--- config.mk ---
export PLATFORM = sky130hd
export DESIGN_NAME = sentence_deframer_xor_check
export DESIGN_NICKNAME = d
export VERILOG_FILES = /design/src/hw/rtl/sdx_pkg.sv /design/src/hw/rtl/sdx_front.sv /design/src/hw/rtl/sdx_queue.sv /design/src/hw/rtl/sdx_back.sv /design/src/hw/rtl/sentence_deframer_xor_check.sv
export SDC_FILE = /design/constraint.sdc
export NUM_CORES = 1
export LEC_CHECK = 0
export ABC_AREA = 1
export BUFFER_PORTS_ARGS = -buffer_cell sky130_fd_sc_hd__buf_2
export CAP_MARGIN = 15
export CORE_MARGIN = 8
export CORE_UTILIZATION = 49
export DETAILED_ROUTE_END_ITERATION = 8
export PLACE_DENSITY_LB_ADDON = 0.1
export RECOVER_POWER = 25
export SLEW_MARGIN = 20
export SYNTH_ARGS = -nofsm -noshare
export SYNTH_HDL_FRONTEND = slang
export SYNTH_SLANG_ARGS = --single-unit
--- constraint.sdc ---
create_clock -name clk -period 4.03 [get_ports clk]
set_clock_uncertainty 0.2 [all_clocks]
set_input_delay 0.6045 -clock clk [delete_from_list [all_inputs] [get_ports clk]]
set_output_delay 0.6045 -clock clk [all_outputs]
set_load 0.02 [all_outputs]
--- src/hw/rtl/sdx_pkg.sv ---
`default_nettype none
// ----------------------------------------------------------------------------
// sdx_pkg
// Shared types and character constants for the sentence deframer.
// ----------------------------------------------------------------------------
package sdx_pkg;

	localparam logic [7:0] CH_DOLLAR = 8'h24;
	localparam logic [7:0] CH_CR     = 8'h0D;
	localparam logic [7:0] CH_LF     = 8'h0A;
	localparam logic [7:0] CH_STAR   = 8'h2A;

	localparam int DELAY_DEPTH = 5;
	localparam int MIN_FRAME   = 10;

	localparam logic [1:0] STAT_OK   = 2'd0;
	localparam logic [1:0] STAT_CSUM = 2'd1;
	localparam logic [1:0] STAT_LONG = 2'd2;

	localparam logic KIND_DATA = 1'b0;
	localparam logic KIND_STAT = 1'b1;

	localparam int QUEUE_DEPTH = 4;
	localparam int QPTR_W      = $clog2(QUEUE_DEPTH);

	// work for one received byte: an optional released byte, then an optional status
	typedef struct packed {
		logic       rel;
		logic [7:0] rel_data;
		logic       rel_first;
		logic       stat;
		logic [1:0] stat_code;
		logic [7:0] stat_len;
	} op_t;

	// {valid, value} of an ASCII hex digit, either case
	function automatic logic [4:0] hex_digit(input logic [7:0] c);
		logic [4:0] r;
		r = 5'd0;
		if (c >= 8'h30 && c <= 8'h39) begin
			r = {1'b1, 4'(c - 8'h30)};
		end else if (c >= 8'h41 && c <= 8'h46) begin
			r = {1'b1, 4'(c - 8'h37)};
		end else if (c >= 8'h61 && c <= 8'h66) begin
			r = {1'b1, 4'(c - 8'h57)};
		end
		return r;
	endfunction

endpackage
`default_nettype wire

--- src/hw/rtl/sdx_front.sv ---
`default_nettype none
// ----------------------------------------------------------------------------
// sdx_front
// Accepts received bytes, tracks framing, delay line and running XOR, and
// hands one work record per byte that produces results to the queue.
// ----------------------------------------------------------------------------
module sdx_front #(
	parameter int MAX_LEN = 128
) (
	input  wire logic         clk,
	input  wire logic         arst_n,
	input  wire logic         push,
	input  wire logic [7:0]   rx_byte,
	input  wire logic         q_full,
	output logic              op_valid,
	output sdx_pkg::op_t      op
);
	import sdx_pkg::*;

	logic       in_frame_q;
	logic [7:0] pos_q;
	logic [7:0] xor_q;
	logic [7:0] dly_q [DELAY_DEPTH];

	logic       accept;
	logic       is_start;
	logic       store;
	logic       rel;
	logic [7:0] pos_n;
	logic [7:0] xor_n;
	logic [4:0] hex_hi;
	logic [4:0] hex_lo;
	logic       frame_end;
	logic       csum_ok;
	logic       too_long;

	assign accept   = push & ~q_full;
	assign is_start = rx_byte == CH_DOLLAR;
	assign store    = accept & ~is_start & in_frame_q;

	always_comb begin
		rel       = pos_q >= 8'(DELAY_DEPTH);
		pos_n     = pos_q + 8'd1;
		xor_n     = rel ? (xor_q ^ dly_q[0]) : xor_q;
		hex_hi    = hex_digit(dly_q[2]);
		hex_lo    = hex_digit(dly_q[3]);
		// before the shift the trailer sits at dly_q[1..4] plus the new byte
		frame_end = (pos_n >= 8'(MIN_FRAME)) && (dly_q[4] == CH_CR) && (rx_byte == CH_LF);
		csum_ok   = (dly_q[1] == CH_STAR) && hex_hi[4] && hex_lo[4] &&
		            ({hex_hi[3:0], hex_lo[3:0]} == xor_n);
		too_long  = ~frame_end && (pos_n >= 8'(MAX_LEN));

		op.rel       = rel;
		op.rel_data  = dly_q[0];
		op.rel_first = pos_q == 8'(DELAY_DEPTH);
		op.stat      = frame_end | too_long;
		op.stat_code = frame_end ? (csum_ok ? STAT_OK : STAT_CSUM) : STAT_LONG;
		op.stat_len  = pos_n - 8'(DELAY_DEPTH);
	end

	assign op_valid = store & (op.rel | op.stat);

	always_ff @(posedge clk or negedge arst_n) begin
		if (!arst_n) begin
			in_frame_q <= 1'b0;
			pos_q      <= 8'd0;
			xor_q      <= 8'd0;
		end else if (accept) begin
			if (is_start) begin
				in_frame_q <= 1'b1;
				pos_q      <= 8'd0;
				xor_q      <= 8'd0;
			end else if (in_frame_q) begin
				xor_q <= xor_n;
				if (op.stat) begin
					in_frame_q <= 1'b0;
					pos_q      <= 8'd0;
				end else begin
					pos_q <= pos_n;
				end
			end
		end
	end

	// delay line holds the last five stored bytes; the trailer never leaves it
	always_ff @(posedge clk) begin
		if (store) begin
			for (int i = 0; i < DELAY_DEPTH - 1; i++) begin
				dly_q[i] <= dly_q[i + 1];
			end
			dly_q[DELAY_DEPTH - 1] <= rx_byte;
		end
	end

	a_pos_bound: assert property (@(posedge clk) disable iff (!arst_n)
		pos_q < 8'(MAX_LEN))
		else $error("frame position reached the length limit");
	a_out_of_frame: assert property (@(posedge clk) disable iff (!arst_n)
		!in_frame_q |-> pos_q == 8'd0)
		else $error("position nonzero outside a frame");
	a_end_resets: assert property (@(posedge clk) disable iff (!arst_n)
		(op_valid && op.stat) |=> (!in_frame_q && pos_q == 8'd0) || in_frame_q)
		else $error("frame end left position set");
	a_first_rel: assert property (@(posedge clk) disable iff (!arst_n)
		(op_valid && op.rel_first) |-> op.rel)
		else $error("first mark without a released byte");

endmodule
`default_nettype wire

--- src/hw/rtl/sdx_queue.sv ---
`default_nettype none
// ----------------------------------------------------------------------------
// sdx_queue
// Short queue of work records between the front and back parts.
// ----------------------------------------------------------------------------
module sdx_queue (
	input  wire logic         clk,
	input  wire logic         arst_n,
	input  wire logic         wr,
	input  wire sdx_pkg::op_t wr_op,
	output logic              full,
	input  wire logic         rd,
	output sdx_pkg::op_t      head,
	output logic              q_empty
);
	import sdx_pkg::*;

	op_t               mem_q [QUEUE_DEPTH];
	logic [QPTR_W-1:0] wptr_q;
	logic [QPTR_W-1:0] rptr_q;
	logic [QPTR_W:0]   cnt_q;
	logic              do_wr;
	logic              do_rd;

	assign full    = cnt_q == (QPTR_W+1)'(QUEUE_DEPTH);
	assign q_empty = cnt_q == '0;
	assign do_wr   = wr & ~full;
	assign do_rd   = rd & ~q_empty;
	assign head    = mem_q[rptr_q];

	always_ff @(posedge clk) begin
		if (do_wr) begin
			mem_q[wptr_q] <= wr_op;
		end
	end

	always_ff @(posedge clk or negedge arst_n) begin
		if (!arst_n) begin
			wptr_q <= '0;
			rptr_q <= '0;
			cnt_q  <= '0;
		end else begin
			if (do_wr) begin
				wptr_q <= wptr_q + 1'b1;
			end
			if (do_rd) begin
				rptr_q <= rptr_q + 1'b1;
			end
			case ({do_wr, do_rd})
				2'b10:   cnt_q <= cnt_q + 1'b1;
				2'b01:   cnt_q <= cnt_q - 1'b1;
				default: cnt_q <= cnt_q;
			endcase
		end
	end

	a_cnt_bound: assert property (@(posedge clk) disable iff (!arst_n)
		cnt_q <= (QPTR_W+1)'(QUEUE_DEPTH))
		else $error("queue count overflow");
	a_ptr_gap: assert property (@(posedge clk) disable iff (!arst_n)
		(wptr_q - rptr_q) == cnt_q[QPTR_W-1:0])
		else $error("queue pointers disagree with count");
	a_fill: assert property (@(posedge clk) disable iff (!arst_n)
		(do_wr && !do_rd) |=> !q_empty)
		else $error("queue empty after a write");

endmodule
`default_nettype wire

--- src/hw/rtl/sdx_back.sv ---
`default_nettype none
// ----------------------------------------------------------------------------
// sdx_back
// Expands each work record into one or two results and holds the oldest
// result in an output register until its transfer.
// ----------------------------------------------------------------------------
module sdx_back (
	input  wire logic         clk,
	input  wire logic         arst_n,
	input  wire sdx_pkg::op_t head,
	input  wire logic         q_empty,
	output logic              q_rd,
	input  wire logic         pop,
	output logic              empty,
	output logic              kind,
	output logic [7:0]        data,
	output logic              first,
	output logic [1:0]        status,
	output logic [7:0]        length,
	output logic              last
);
	import sdx_pkg::*;

	logic       vld_q;
	logic       phase_q;   // released byte of the head record already sent
	logic       kind_q;
	logic [7:0] data_q;
	logic       first_q;
	logic [1:0] status_q;
	logic [7:0] length_q;
	logic       last_q;
	logic       load;
	logic       send_rel;

	assign load     = ~q_empty & (~vld_q | pop);
	assign send_rel = ~phase_q & head.rel;
	assign q_rd     = load & ~(send_rel & head.stat);

	always_ff @(posedge clk or negedge arst_n) begin
		if (!arst_n) begin
			vld_q   <= 1'b0;
			phase_q <= 1'b0;
		end else begin
			if (load) begin
				vld_q   <= 1'b1;
				phase_q <= send_rel & head.stat;
			end else if (pop) begin
				vld_q <= 1'b0;
			end
		end
	end

	always_ff @(posedge clk) begin
		if (load) begin
			if (send_rel) begin
				kind_q   <= KIND_DATA;
				data_q   <= head.rel_data;
				first_q  <= head.rel_first;
				status_q <= STAT_OK;
				length_q <= 8'd0;
				last_q   <= ~head.stat;
			end else begin
				kind_q   <= KIND_STAT;
				data_q   <= 8'd0;
				first_q  <= 1'b0;
				status_q <= head.stat_code;
				length_q <= head.stat_len;
				last_q   <= 1'b1;
			end
		end
	end

	assign empty  = ~vld_q;
	assign kind   = kind_q;
	assign data   = data_q;
	assign first  = first_q;
	assign status = status_q;
	assign length = length_q;
	assign last   = last_q;

	a_phase_head: assert property (@(posedge clk) disable iff (!arst_n)
		phase_q |-> (!q_empty && head.rel && head.stat))
		else $error("split record lost from queue head");
	a_stat_last: assert property (@(posedge clk) disable iff (!arst_n)
		(vld_q && kind_q == KIND_STAT) |-> (last_q && data_q == 8'd0))
		else $error("status result malformed");
	a_data_fields: assert property (@(posedge clk) disable iff (!arst_n)
		(vld_q && kind_q == KIND_DATA) |-> (status_q == STAT_OK && length_q == 8'd0))
		else $error("data result carries status fields");

endmodule
`default_nettype wire

--- src/hw/rtl/sentence_deframer_xor_check.sv ---
`default_nettype none
// A byte's work record goes into the queue, then is loaded into the output register.
// Bytes enter at one per cycle unless the queue is full; results leave at one per
// cycle on pop, so a byte releasing a payload byte and ending a frame gives two results.
// A four-entry work queue lets input continue while the output is stalled.
// Reset clears framing state, queue and output valid; the delay line is not reset.
// ----------------------------------------------------------------------------
// sentence_deframer_xor_check
// Deframes '$payload*HH\r\n' sentences, releases payload bytes and reports
// frame status with an XOR checksum check.
// ----------------------------------------------------------------------------
module sentence_deframer_xor_check #(
	parameter int MAX_LEN = 128
) (
	input  wire logic       clk,
	input  wire logic       arst_n,
	input  wire logic       push,
	output logic            full,
	input  wire logic [7:0] rx_byte,
	output logic            empty,
	input  wire logic       pop,
	output logic            kind,
	output logic [7:0]      data,
	output logic            first,
	output logic [1:0]      status,
	output logic [7:0]      length,
	output logic            last
);
	import sdx_pkg::*;

	logic op_valid;
	op_t  op;
	op_t  head;
	logic q_empty;
	logic q_rd;

	sdx_front #(
		.MAX_LEN (MAX_LEN)
	) u_front (
		.clk      (clk),
		.arst_n   (arst_n),
		.push     (push),
		.rx_byte  (rx_byte),
		.q_full   (full),
		.op_valid (op_valid),
		.op       (op)
	);

	sdx_queue u_queue (
		.clk     (clk),
		.arst_n  (arst_n),
		.wr      (op_valid),
		.wr_op   (op),
		.full    (full),
		.rd      (q_rd),
		.head    (head),
		.q_empty (q_empty)
	);

	sdx_back u_back (
		.clk     (clk),
		.arst_n  (arst_n),
		.head    (head),
		.q_empty (q_empty),
		.q_rd    (q_rd),
		.pop     (pop),
		.empty   (empty),
		.kind    (kind),
		.data    (data),
		.first   (first),
		.status  (status),
		.length  (length),
		.last    (last)
	);

endmodule
`default_nettype wire
==> summary.md, run 1 <==
| Metric | Value |
|---|---|
| Status | `finished, final reports clean` |
| Cell Area, Synth | `0.00748 sq mm` |
| Port bufs | `34` |
| PD cells | `615 mW/mm^2` |
| CP delay by family, top | `simple AND/OR/NAND/NOR gates` |
| # clock sinks | `171` |
| Commonest cells post-synth | `edfxtp_1, nand2_1, nor2_1` |
| I/O pin cnt | `35` |
| Largest net degree at the start of global routing | `49` |
| Slew headroom | `1.15%` |
| Crit start category | `register` |
| All-layer global routing usage | `15.7%` |
| Die ar. | `0.0195 sq mm` |
| Leakage | `3.38 nW` |
| Post-DP HPWL | `9570 microns` |
| Synth cell types | `34` |
| Max Cap Viol | `0` |
| Most frequent cell after synthesis | `edfxtp_1` |
| Buf/Inv on CP | `1` |
| Hold Violations, Final | `0` |
| Initial antenna violation count | `0` |
| Setup-failing EPs final | `0` |
| Warnings, synthesis | `0` |
| Worst slack, placed | `810 ps` |
| Placer Congestion | `0.840` |
| Comb pwr share | `26.2%` |
| Final Core Density | `56.1%` |
| 1st-pass router iterations | `5` |
| Number of synthesized flops with an enable pin | `145` |
| Hold Crit Class | `in2reg` |
| Post-CTS resize count | `0` |
| Antenna viol nets, final | `0` |
| Clock root cell | `clkbuf_16` |
| Sum Neg Setup Slack | `0 ps` |
| Crit-path cells | `ha_1, nand3_2, xor2_2, nand3_2, nor2_1, nand3_2, nand2_4, nand3_4, nand2_4, ha_1, inv_1, fa_1, a21oi_1, o21ai_0, xor2_1` |
| GRT overflow | `0` |
| Total number of vias | `4779` |
| Vias in the first global route | `4622` |
| Final setup margin | `780 ps` |
| CP most frequent cell | `nand3_2` |
| Crit-path slowest cell | `dfrtp_1` |
| Worst R2R Setup Slack | `780 ps` |
| Routed vias/inst | `5.19` |
| Clock Latency Late Sink | `420 ps` |
| Post-Syn Nets | `702` |
| Final Cycle Share | `80.7%` |
| Sequential share of power | `43.9%` |
| Die height | `140 microns` |
| First-pass GRT wire length | `23900 microns` |
| DP Cell Count | `888` |
| Initial core utilization | `49.6%` |
| FF+latch count, synth | `171` |
| Area contributors post-synth | `edfxtp_1, dfrtp_1, nand2_1` |
| Synthesized instance count | `673` |
| CTS H-tree lvls | `4` |
| CTS Buffer Depth | `2` |
| Syn Area/Cell | `11.1 sq um` |
| Cts hold-fix bufs | `0` |
| Top achievable clock speed | `308 MHz` |
| Final Max Tran Viols | `0` |
| Die extent in x | `140 microns` |
| Crit path required time | `4130 ps` |
| Worst Path Max Fanout | `12` |
| Worst-margin pin slew | `1480 ps` |
| Post-synth ARST share | `15.2%` |
| Sw Pwr | `1.70 mW` |
| Seq/Total Area, Yosys | `66.9%` |
| Area grow syn2layout | `13.1%` |
| Power Internal | `3.50 mW` |
| Worst-path clk slew | `60 ps` |
| Layout cell share with drive strength beyond 1 | `12.0%` |
| RSZ-0062 raised after global routing | `no` |
| Crit path DAT | `3350 ps` |
| Initial DRC count | `362` |
| DRC violations left | `0` |
| Nets | `748` |
| N_diodes | `0` |
| Post-CTS setup buffer count | `0` |
| Worst VDD drop | `0.000308 V` |
| CORE AREA | `0.0151 sq mm` |
| Top FF cell, synth | `edfxtp_1` |
| Routed wire per std cell | `16.0 microns` |
| Rows | `45` |
| Switching Fraction | `32.7%` |
| Finished Layout Cells | `920` |
| Total detailed-routing wirelength | `14700 microns` |
| CTS tree | `done` |
| Synth area leader | `edfxtp_1` |
| Share of the synthesized area in the top cell type | `58.2%` |
| Crit path time final | `3250 ps` |
| Worst path max stage delay | `580 ps` |
| Num CTS Buffers | `17` |
| Clk pwr share | `29.9%` |
| Setup CP Type | `reg2reg` |
| Critical path endpoint category | `register` |
[logic make-up (layout without fill, tap and decap cells)]
family	Yosys count	after routing	synth area share, %
compound gates	99	99	7.24
xor+xnor	21	21	2.56
fa+ha+maj	17	17	2.94
buf+inv	93	152	4.85
flops	171	171	66.9
simple gates	272	272	15.5
[power groups by stage]
stage | sequential (mW) | clock, mW | combinational, mW
global placement | 2.32 | 0 | 1.35
detailed placement | 2.32 | 0 | 1.38
finish | 2.28 | 1.56 | 1.36
floorplan | 2.45 | 0 | 0.832
global route | 2.31 | 1.65 | 1.52
CTS | 2.28 | 1.59 | 1.39
[path summary, 6_finish.rpt]
| path | startpoint | endpoint | cells after the start |
|---|---|---|---|
| worst max-delay path | u_front.pos_q[0] | u_queue.cnt_q[2] | 15 |
| worst min-delay path | pop | u_back.vld_q | 2 |
| worst max register to register | u_front.pos_q[0] | u_queue.cnt_q[2] | 15 |
| worst min register to register | u_front.dly_q[0][34] | u_front.dly_q[0][26] | 0 |
| max in group asynchronous | arst_n | u_front.xor_q[0] | 1 |
| min in group asynchronous | arst_n | u_queue.cnt_q[0] | 1 |
[metal layers]
metal / track usage [%] / wire [microns]
met1: 20.0 / 6930
met2: 25.5 / 7020
met3: 4.41 / 530
met4: 5.20 / 237
met5: 0 / 0
[flip-flops by register name (all words and copies together), names as in the netlist]
signal,flops
u_back.last,1
u_back.vld_q,1
u_queue.cnt_q,3
u_queue.mem_q,84
u_back.kind,1
u_back.data,8
u_front.dly_q,40
u_back.phase_q,1
u_back.first,1
u_front.pos_q,8
u_queue.rptr_q,2
u_queue.wptr_q,2
u_back.status,2
u_front.in_frame_q,1
u_back.length,8
u_front.xor_q,8
[stage by stage]
step,cell area [sq um],hold WS (ps),total power [mW]
detailed placement,7900,234,3.70
global placement,7900,230,3.67
global route,8460,146,5.49
floorplan,7480,109,3.28
finish,8460,167,5.21
CTS,8470,2.48,5.26
[worst register-to-register path, delay by kind of cell, from the launching register on]
kind	cells	cell delay, ps
xor gates and xnor gates	2	400
buffers and inverters	1	70
and+or+nand+nor	7	830
adders and majority gates	3	810
DFF	1	580
AOI/OAI and AO/OA	2	250
[layout make-up]
cell class / count / area, sq um
well taps: 188 / 235
multi-input cells: 409 / 2130
clock buffers: 19 / 453
fillers: 1291 / 6630
flip-flops and latches: 171 / 5000
clock inverters: 13 / 115
repair buffers: 45 / 244
inverters: 75 / 282
[layout by cell type, fill, tap and decap left out, drive strengths merged, types with 16 or more instances in the layout]
master and n:
a21oi 16, dfrtp 26, inv 79, nand2 122
nand3 36, o22ai 22, edfxtp 145, clkbuf 26
nor2 99, ha 16, buf 38, o21ai 59
(Power assumes the default switching activity.)
==> run 2: changes to the inputs <==
Settings changed: ABC_AREA 1 to 0.
Clock period 4.03 ns to 3.1 ns, I/O delays scaled along.
==> summary.md, run 2 <==
| Metric | Value |
|---|---|
| Max Cap Viol | `1` |
| RSZ-0062 raised after global routing | `yes` |
| Crit path DAT | `2870 ps` |
| Buf/Inv on CP | `1` |
| Post-DP HPWL | `8930 microns` |
| FF+latch count, synth | `171` |
| Warnings, synthesis | `0` |
| Final Core Density | `57.7%` |
| # clock sinks | `171` |
| Routed wire per std cell | `17.8 microns` |
| Most common cell after layout, fill and taps aside | `edfxtp_1` |
| Slew headroom | `-12.7%` |
| Worst-margin pin slew | `1690 ps` |
| Layout cell share with drive strength beyond 1 | `22.1%` |
| Most frequent cells in the layout | `edfxtp_1, nand2_1, buf_4` |
| Clk pwr share | `26.0%` |
| Clock Latency Late Sink | `420 ps` |
| CTS Buffer Depth | `2` |
| Placed inst area | `0.00799 sq mm` |
| Final setup margin | `168 ps` |
| Seq/Total Area, Yosys | `67.8%` |
| Num CTS Buffers | `17` |
| Initial core utilization | `49.3%` |
| Initial antenna violation count | `0` |
| Total detailed-routing wirelength | `13400 microns` |
| Hold slack | `34.7 ps` |
| Routed vias/inst | `5.48` |
| Synth area leader | `edfxtp_1` |
| Largest reg by FF count | `u_queue.mem_q` |
| Sw Pwr | `2.62 mW` |
| All-layer global routing usage | `14.4%` |
| Vias in the first global route | `4114` |
| Syn Area/Cell | `15.3 sq um` |
| Area grow syn2layout | `17.2%` |
| I/O pin cnt | `35` |
| Final Max Tran Viols | `27` |
| DP Cell Count | `716` |
| Largest net degree at the start of global routing | `43` |
| Placer Congestion | `0.828` |
| Synthesized instance count | `482` |
| Worst-path clk slew | `60 ps` |
| Comb pwr share | `31.6%` |
| Number of synthesized flops with an enable pin | `145` |
| Design Area, Final | `0.00865 sq mm` |
| Fill cells | `1168` |
| First-pass GRT wire length | `21600 microns` |
| Initial DRC count | `257` |
| Commonest cells post-synth | `edfxtp_1, nand2_1, and2_1, o21ai_0, dfrtp_1` |
| Critical path endpoint category | `register` |
| Sum Neg Setup Slack | `0 ps` |
| Overall power | `8.26 mW` |
| Cell Area, Synth | `0.00738 sq mm` |
| Die ar. | `0.0192 sq mm` |
| Final Cycle Share | `94.6%` |
| Hold Violations, Final | `0` |
| Worst VDD drop | `0.000470 V` |
| Top FF cell, synth | `edfxtp_1` |
| Biggest regs | `u_queue.mem_q (84), u_front.dly_q (40)` |
| Clock root cell | `clkbuf_16` |
| Max reg flops | `84` |
| Top achievable clock speed | `341 MHz` |
| Share of the synthesized area in the top cell type | `59.0%` |
| Crit path time final | `2930 ps` |
| Leakage | `3.18 nW` |
| Status | `finished with violations` |
| 1st-pass router iterations | `5` |
| Post-Syn Nets | `511` |
| Crit path required time | `3030 ps` |
| Worst path max stage delay | `460 ps` |
| Crit start category | `register` |
| Die extent in x | `139 microns` |
| CORE AREA | `0.0150 sq mm` |
| Switching Fraction | `31.7%` |
| Worst slack, placed | `-30.9 ps` |
| PD cells | `955 mW/mm^2` |
| CTS H-tree lvls | `4` |
| Total number of vias | `4131` |
| Area contributors post-synth | `edfxtp_1, dfrtp_1, mux4_2` |
| CTS tree | `done` |
| Setup CP Type | `reg2reg` |
| Failing checks | `max-capacitance violations, max-slew violations` |
| Port bufs | `34` |
| Nets | `582` |
| Antenna viol nets, final | `0` |
| Die height | `139 microns` |
| N_diodes | `0` |
| Setup-failing EPs final | `0` |
| Hold Crit Class | `in2reg` |
| Rows | `45` |
| Finished Layout Cells | `754` |
| Most frequent cell after synthesis | `edfxtp_1` |
| Synth cell types | `61` |
| Sequential share of power | `42.5%` |
| GRT overflow | `0` |
| DRC violations left | `0` |
| Worst Path Max Fanout | `11` |
| Post-synth ARST share | `15.2%` |
| Crit-path slowest cell | `a2111oi_4` |
| CP delay by family, top | `simple AND/OR/NAND/NOR gates` |
| Power Internal | `5.64 mW` |
| Crit-path cells | `ha_1, nand2b_1, a2111oi_4, inv_2, and2_1, xnor3_1, nand2_1, nor4_2, a31oi_2` |
==> run 2: worst paths after layout <==
path	startpoint	endpoint	slack (ps)	cells past startpoint
setup / recovery	u_front.pos_q[0]	u_queue.mem_q[2][8]	170	9
hold / removal	rx_byte[4]	u_front.dly_q[0][36]	30	1
min in group asynchronous	arst_n	u_queue.cnt_q[1]	820	2
setup reg to reg	u_front.pos_q[0]	u_queue.mem_q[2][8]	170	9
max in group asynchronous	arst_n	u_front.xor_q[7]	890	2
hold reg to reg	u_front.dly_q[0][8]	u_front.dly_q[0][0]	250	0
==> run 2: worst register-to-register path: cells and delay by family (launching register included) <==
kind / cells / cell delay [ps]
AND/OR/NAND/NOR: 4 / 760
AO/OA/AOI/OAI: 2 / 620
flip-flops: 1 / 450
adder cells (fa/ha/maj): 1 / 240
XOR/XNOR: 1 / 210
buffers and inverters: 1 / 170
==> run 2: timing repair <==
action,CTS,global route
pin swaps,1,2
buffers inserted,0,5
endpoints found under the setup margin,3,6
endpoints found under the hold margin,26,0
resized for setup,0,4
hold buffers,1,0
==> run 2: cell families (layout without fill, tap and decap cells) <==
kind of cell	after synthesis	count (layout)	synth area share (%)
adder cells (fa/ha/maj)	17	17	2.98
XOR/XNOR	29	29	3.81
AND/OR/NAND/NOR	113	113	8.77
AO/OA/AOI/OAI	86	86	7.65
multiplexers	24	24	6.66
buffers and inverters	42	126	2.31
flip-flops	171	171	67.8
==> run 2: cell type report <==
cell class                 count  area (sq um)  area share [%]
timing repair buffer          71           487            5.63
clock inverter                14           169            1.95
tap                          188           235            2.72
sequential                   171          5000            57.9
multi-input combinational    269          2240            25.9
inverter                      23          86.3           0.998
clock buffer                  18           429            4.96
==> run 2: power by group through the flow <==
stage / combinational [mW] / clock [mW] / sequential [mW]
after global routing: 2.90 / 2.29 / 3.56
after global placement: 2.52 / 0 / 3.54
after floorplan: 1.64 / 0 / 3.66
after CTS: 2.59 / 2.20 / 3.51
after detailed placement: 2.58 / 0 / 3.56
final: 2.61 / 2.15 / 3.51
==> run 2: per-layer routing <==
layer / wire length (microns) / part of all wire (%) / GRT usage (%) / up-vias
met5: 0 / 0 / 0 / -
met4: 170 / 1.3 / 5.95 / 0
met3: 565 / 4.2 / 4.06 / 13
met2: 6390 / 48 / 23.2 / 91
met1: 6270 / 47 / 18.1 / 2044
li1: - / - / - / 1983
==> run 3: changes to the inputs <==
Settings changed: SYNTH_HIERARCHICAL set to 1.
==> summary.md, run 3 <==
| Metric | Value |
|---|---|
| Post-Syn Nets | `482` |
| Worst Path Max Fanout | `7` |
| Worst VDD drop | `0.000375 V` |
| Final Core Density | `58.7%` |
| PD cells | `862 mW/mm^2` |
| N_diodes | `0` |
| Die ar. | `0.0191 sq mm` |
| First-pass GRT wire length | `21700 microns` |
| Most frequent cells in the layout | `edfxtp_1, buf_2, buf_4` |
| Area grow syn2layout | `16.9%` |
| Placer Congestion | `0.888` |
| Hold Crit Class | `in2reg` |
| Buf/Inv on CP | `2` |
| Sum Neg Setup Slack | `0 ps` |
| Most frequent cell after synthesis | `edfxtp_1` |
| Crit-path cells | `inv_4, ha_4, nand2b_4, a2111o_1, buf_8, nand2_4, xnor2_2, mux2i_1, nand4b_1, o41a_1` |
| Crit start category | `register` |
| Clock Latency Late Sink | `420 ps` |
| Share of the synthesized area in the top cell type | `59.5%` |
| Placed inst area | `0.00783 sq mm` |
| Warnings, synthesis | `6` |
| Seq/Total Area, Yosys | `68.4%` |
| Fill cells | `1080` |
| DRC violations left | `0` |
| CP delay by family, top | `compound AO/OA/AOI/OAI gates` |
| CORE AREA | `0.0146 sq mm` |
| Synth area leader | `edfxtp_1` |
| Setup-failing EPs final | `0` |
| Total number of vias | `3925` |
| Biggest regs | `u_queue/mem_q (84), u_front/dly_q (40)` |
| Max Cap Viol | `1` |
| Synth cell types | `63` |
| Largest reg by FF count | `u_queue/mem_q` |
| Worst-path clk slew | `60 ps` |
| Initial DRC count | `209` |
| FF+latch count, synth | `171` |
| Register Area | `0.00501 sq mm` |
| Num CTS Buffers | `17` |
| Syn Area/Cell | `16.1 sq um` |
| Worst-margin pin slew | `1620 ps` |
| Crit-path slowest cell | `a2111o_1` |
| Busiest grt layer | `met2` |
| CTS H-tree lvls | `4` |
| Top achievable clock speed | `333 MHz` |
| Status | `finished with violations` |
| All-layer global routing usage | `14.5%` |
| Synthesized instance count | `455` |
| Max reg flops | `84` |
| RSZ-0062 raised after global routing | `no` |
| Hold slack | `32.9 ps` |
| Post-synth ARST share | `15.2%` |
| Setup CP Type | `reg2reg` |
| Critical path endpoint category | `register` |
| Nets | `549` |
| Die extent in x | `138 microns` |
| Met3 Usage GRT | `3.87%` |
| Reg2Reg Depth | `10` |
| Hold Violations, Final | `0` |
| Final Cycle Share | `96.9%` |
| Crit path DAT | `2950 ps` |
| Largest net degree at the start of global routing | `37` |
| Crit path time final | `3000 ps` |
| Cell Area, Synth | `0.00732 sq mm` |
| Top FF cell, synth | `edfxtp_1` |
| 1st-pass router iterations | `4` |
| Area of the multi-input gates | `0.00216 sq mm` |
| Stages on the worst setup path | `10` |
| Number of synthesized flops with an enable pin | `145` |
| Layout cell share with drive strength beyond 1 | `26.9%` |
| GRT overflow | `0` |
| Post-DP HPWL | `8850 microns` |
| # clock sinks | `171` |
| Clock root cell | `clkbuf_16` |
| CTS tree | `done` |
| Area contributors post-synth | `edfxtp_1, dfrtp_1, mux4_2` |
| Routing usage on met1 | `18.1%` |
| Port bufs | `34` |
| Design Area, Final | `0.00856 sq mm` |
| I/O pin cnt | `35` |
| Vias in the first global route | `4045` |
| Die height | `138 microns` |
| Antenna viol nets, final | `0` |
| Final Max Tran Viols | `27` |
| CTS Buffer Depth | `2` |
| Worst path max stage delay | `540 ps` |
| Failing checks | `max-capacitance violations, max-slew violations` |
| Rows | `44` |
| Total detailed-routing wirelength | `13700 microns` |
| Min-Delay Path Depth | `1` |
| Commonest cells post-synth | `edfxtp_1, dfrtp_1, inv_1, nand2_1, o21ai_0` |
| Met2 usage | `23.6%` |
| Initial antenna violation count | `0` |
| Most common cell after layout, fill and taps aside | `edfxtp_1` |
| Crit path required time | `3040 ps` |
| Slew headroom | `-7.89%` |
| Routed vias/inst | `5.46` |
| Routed wire per std cell | `19.0 microns` |
| Leakage | `3.16 nW` |
| Initial core utilization | `50.2%` |
==> run 3: changes by cell type after synthesis, sizes merged, moves of 4 or more <==
cell    change
o21ai       -8
o31ai       -6
xor2        +4
and2       -13
nor2b      +10
buf        +12
nand2       -7
clkbuf      -9
==> run 3: layout make-up <==
type,instances,area share (%)
Clock buffer,19,5.06
Clock inverter,13,1.65
Inverter,24,1.08
Multi-Input combinational cell,238,25.3
Sequential cell,171,58.5
Tap cell,184,2.69
Timing Repair Buffer,70,5.70
==> run 3: cell families (layout without fill, tap and decap cells) <==
kind of cell	count (synthesis)	in the layout	synth area share, %
and+or+nand+nor	100	100	7.97
AOI/OAI and AO/OA	63	63	5.47
buffers and inverters	46	126	3.76
adders and majority gates	15	15	2.67
xor gates and xnor gates	33	33	4.24
muxes	27	27	7.51
DFF	171	171	68.4
==> run 3: worst reg2reg max path, cell delays in order, from the launching register on <==
cell and delay (ps):
dfrtp_2 430, inv_4 70, ha_4 170, nand2b_4 130
a2111o_1 540, buf_8 200, nand2_4 80, xnor2_2 120
mux2i_1 210, nand4b_1 100, o41a_1 480
==> run 3: repair_timing <==
action,CTS,global route
buffers inserted,1,7
endpoints found under the hold margin,26,0
setup endpoints to repair,1,6
gates resized for setup,1,22
pin swaps,0,7
hold buffers,1,0
==> run 3: stage by stage <==
step	power, mW	setup WS, ps	cells
floorplan	4.73	17.9	455
global placement	5.12	81.5	678
detailed placement	5.18	13.1	678
CTS	7.27	7.69	712
global route	7.75	2.67	719
finish	7.37	96.5	719
==> run 3: power by group <==
part,leakage (nW),switching (mW),internal [mW]
Combinational,1.20,1.18,0.975
Sequential,1.68,0.191,2.96
Clock,0.281,0.867,1.19
Total,3.16,2.24,5.13
==> run 3: per-layer routing <==
metal | wire, microns | share of wire [%]
met4 | 219 | 1.6
met3 | 643 | 4.7
met2 | 6780 | 50
met1 | 6040 | 44
met5 | 0 | 0
==> run 3: worst paths after layout <==
kind	startpoint	end	slack, ps
worst max-delay path	u_front/pos_q[1]	u_queue/mem_q[3][8]	100
worst min-delay path	rx_byte[0]	u_front/dly_q[0][32]	30
worst max register to register	u_front/pos_q[1]	u_queue/mem_q[3][8]	100
worst min register to register	u_front/dly_q[0][36]	u_front/dly_q[0][28]	250
max in group asynchronous	arst_n	u_queue/rptr_q[0]	800
min in group asynchronous	arst_n	u_front/in_frame_q	840
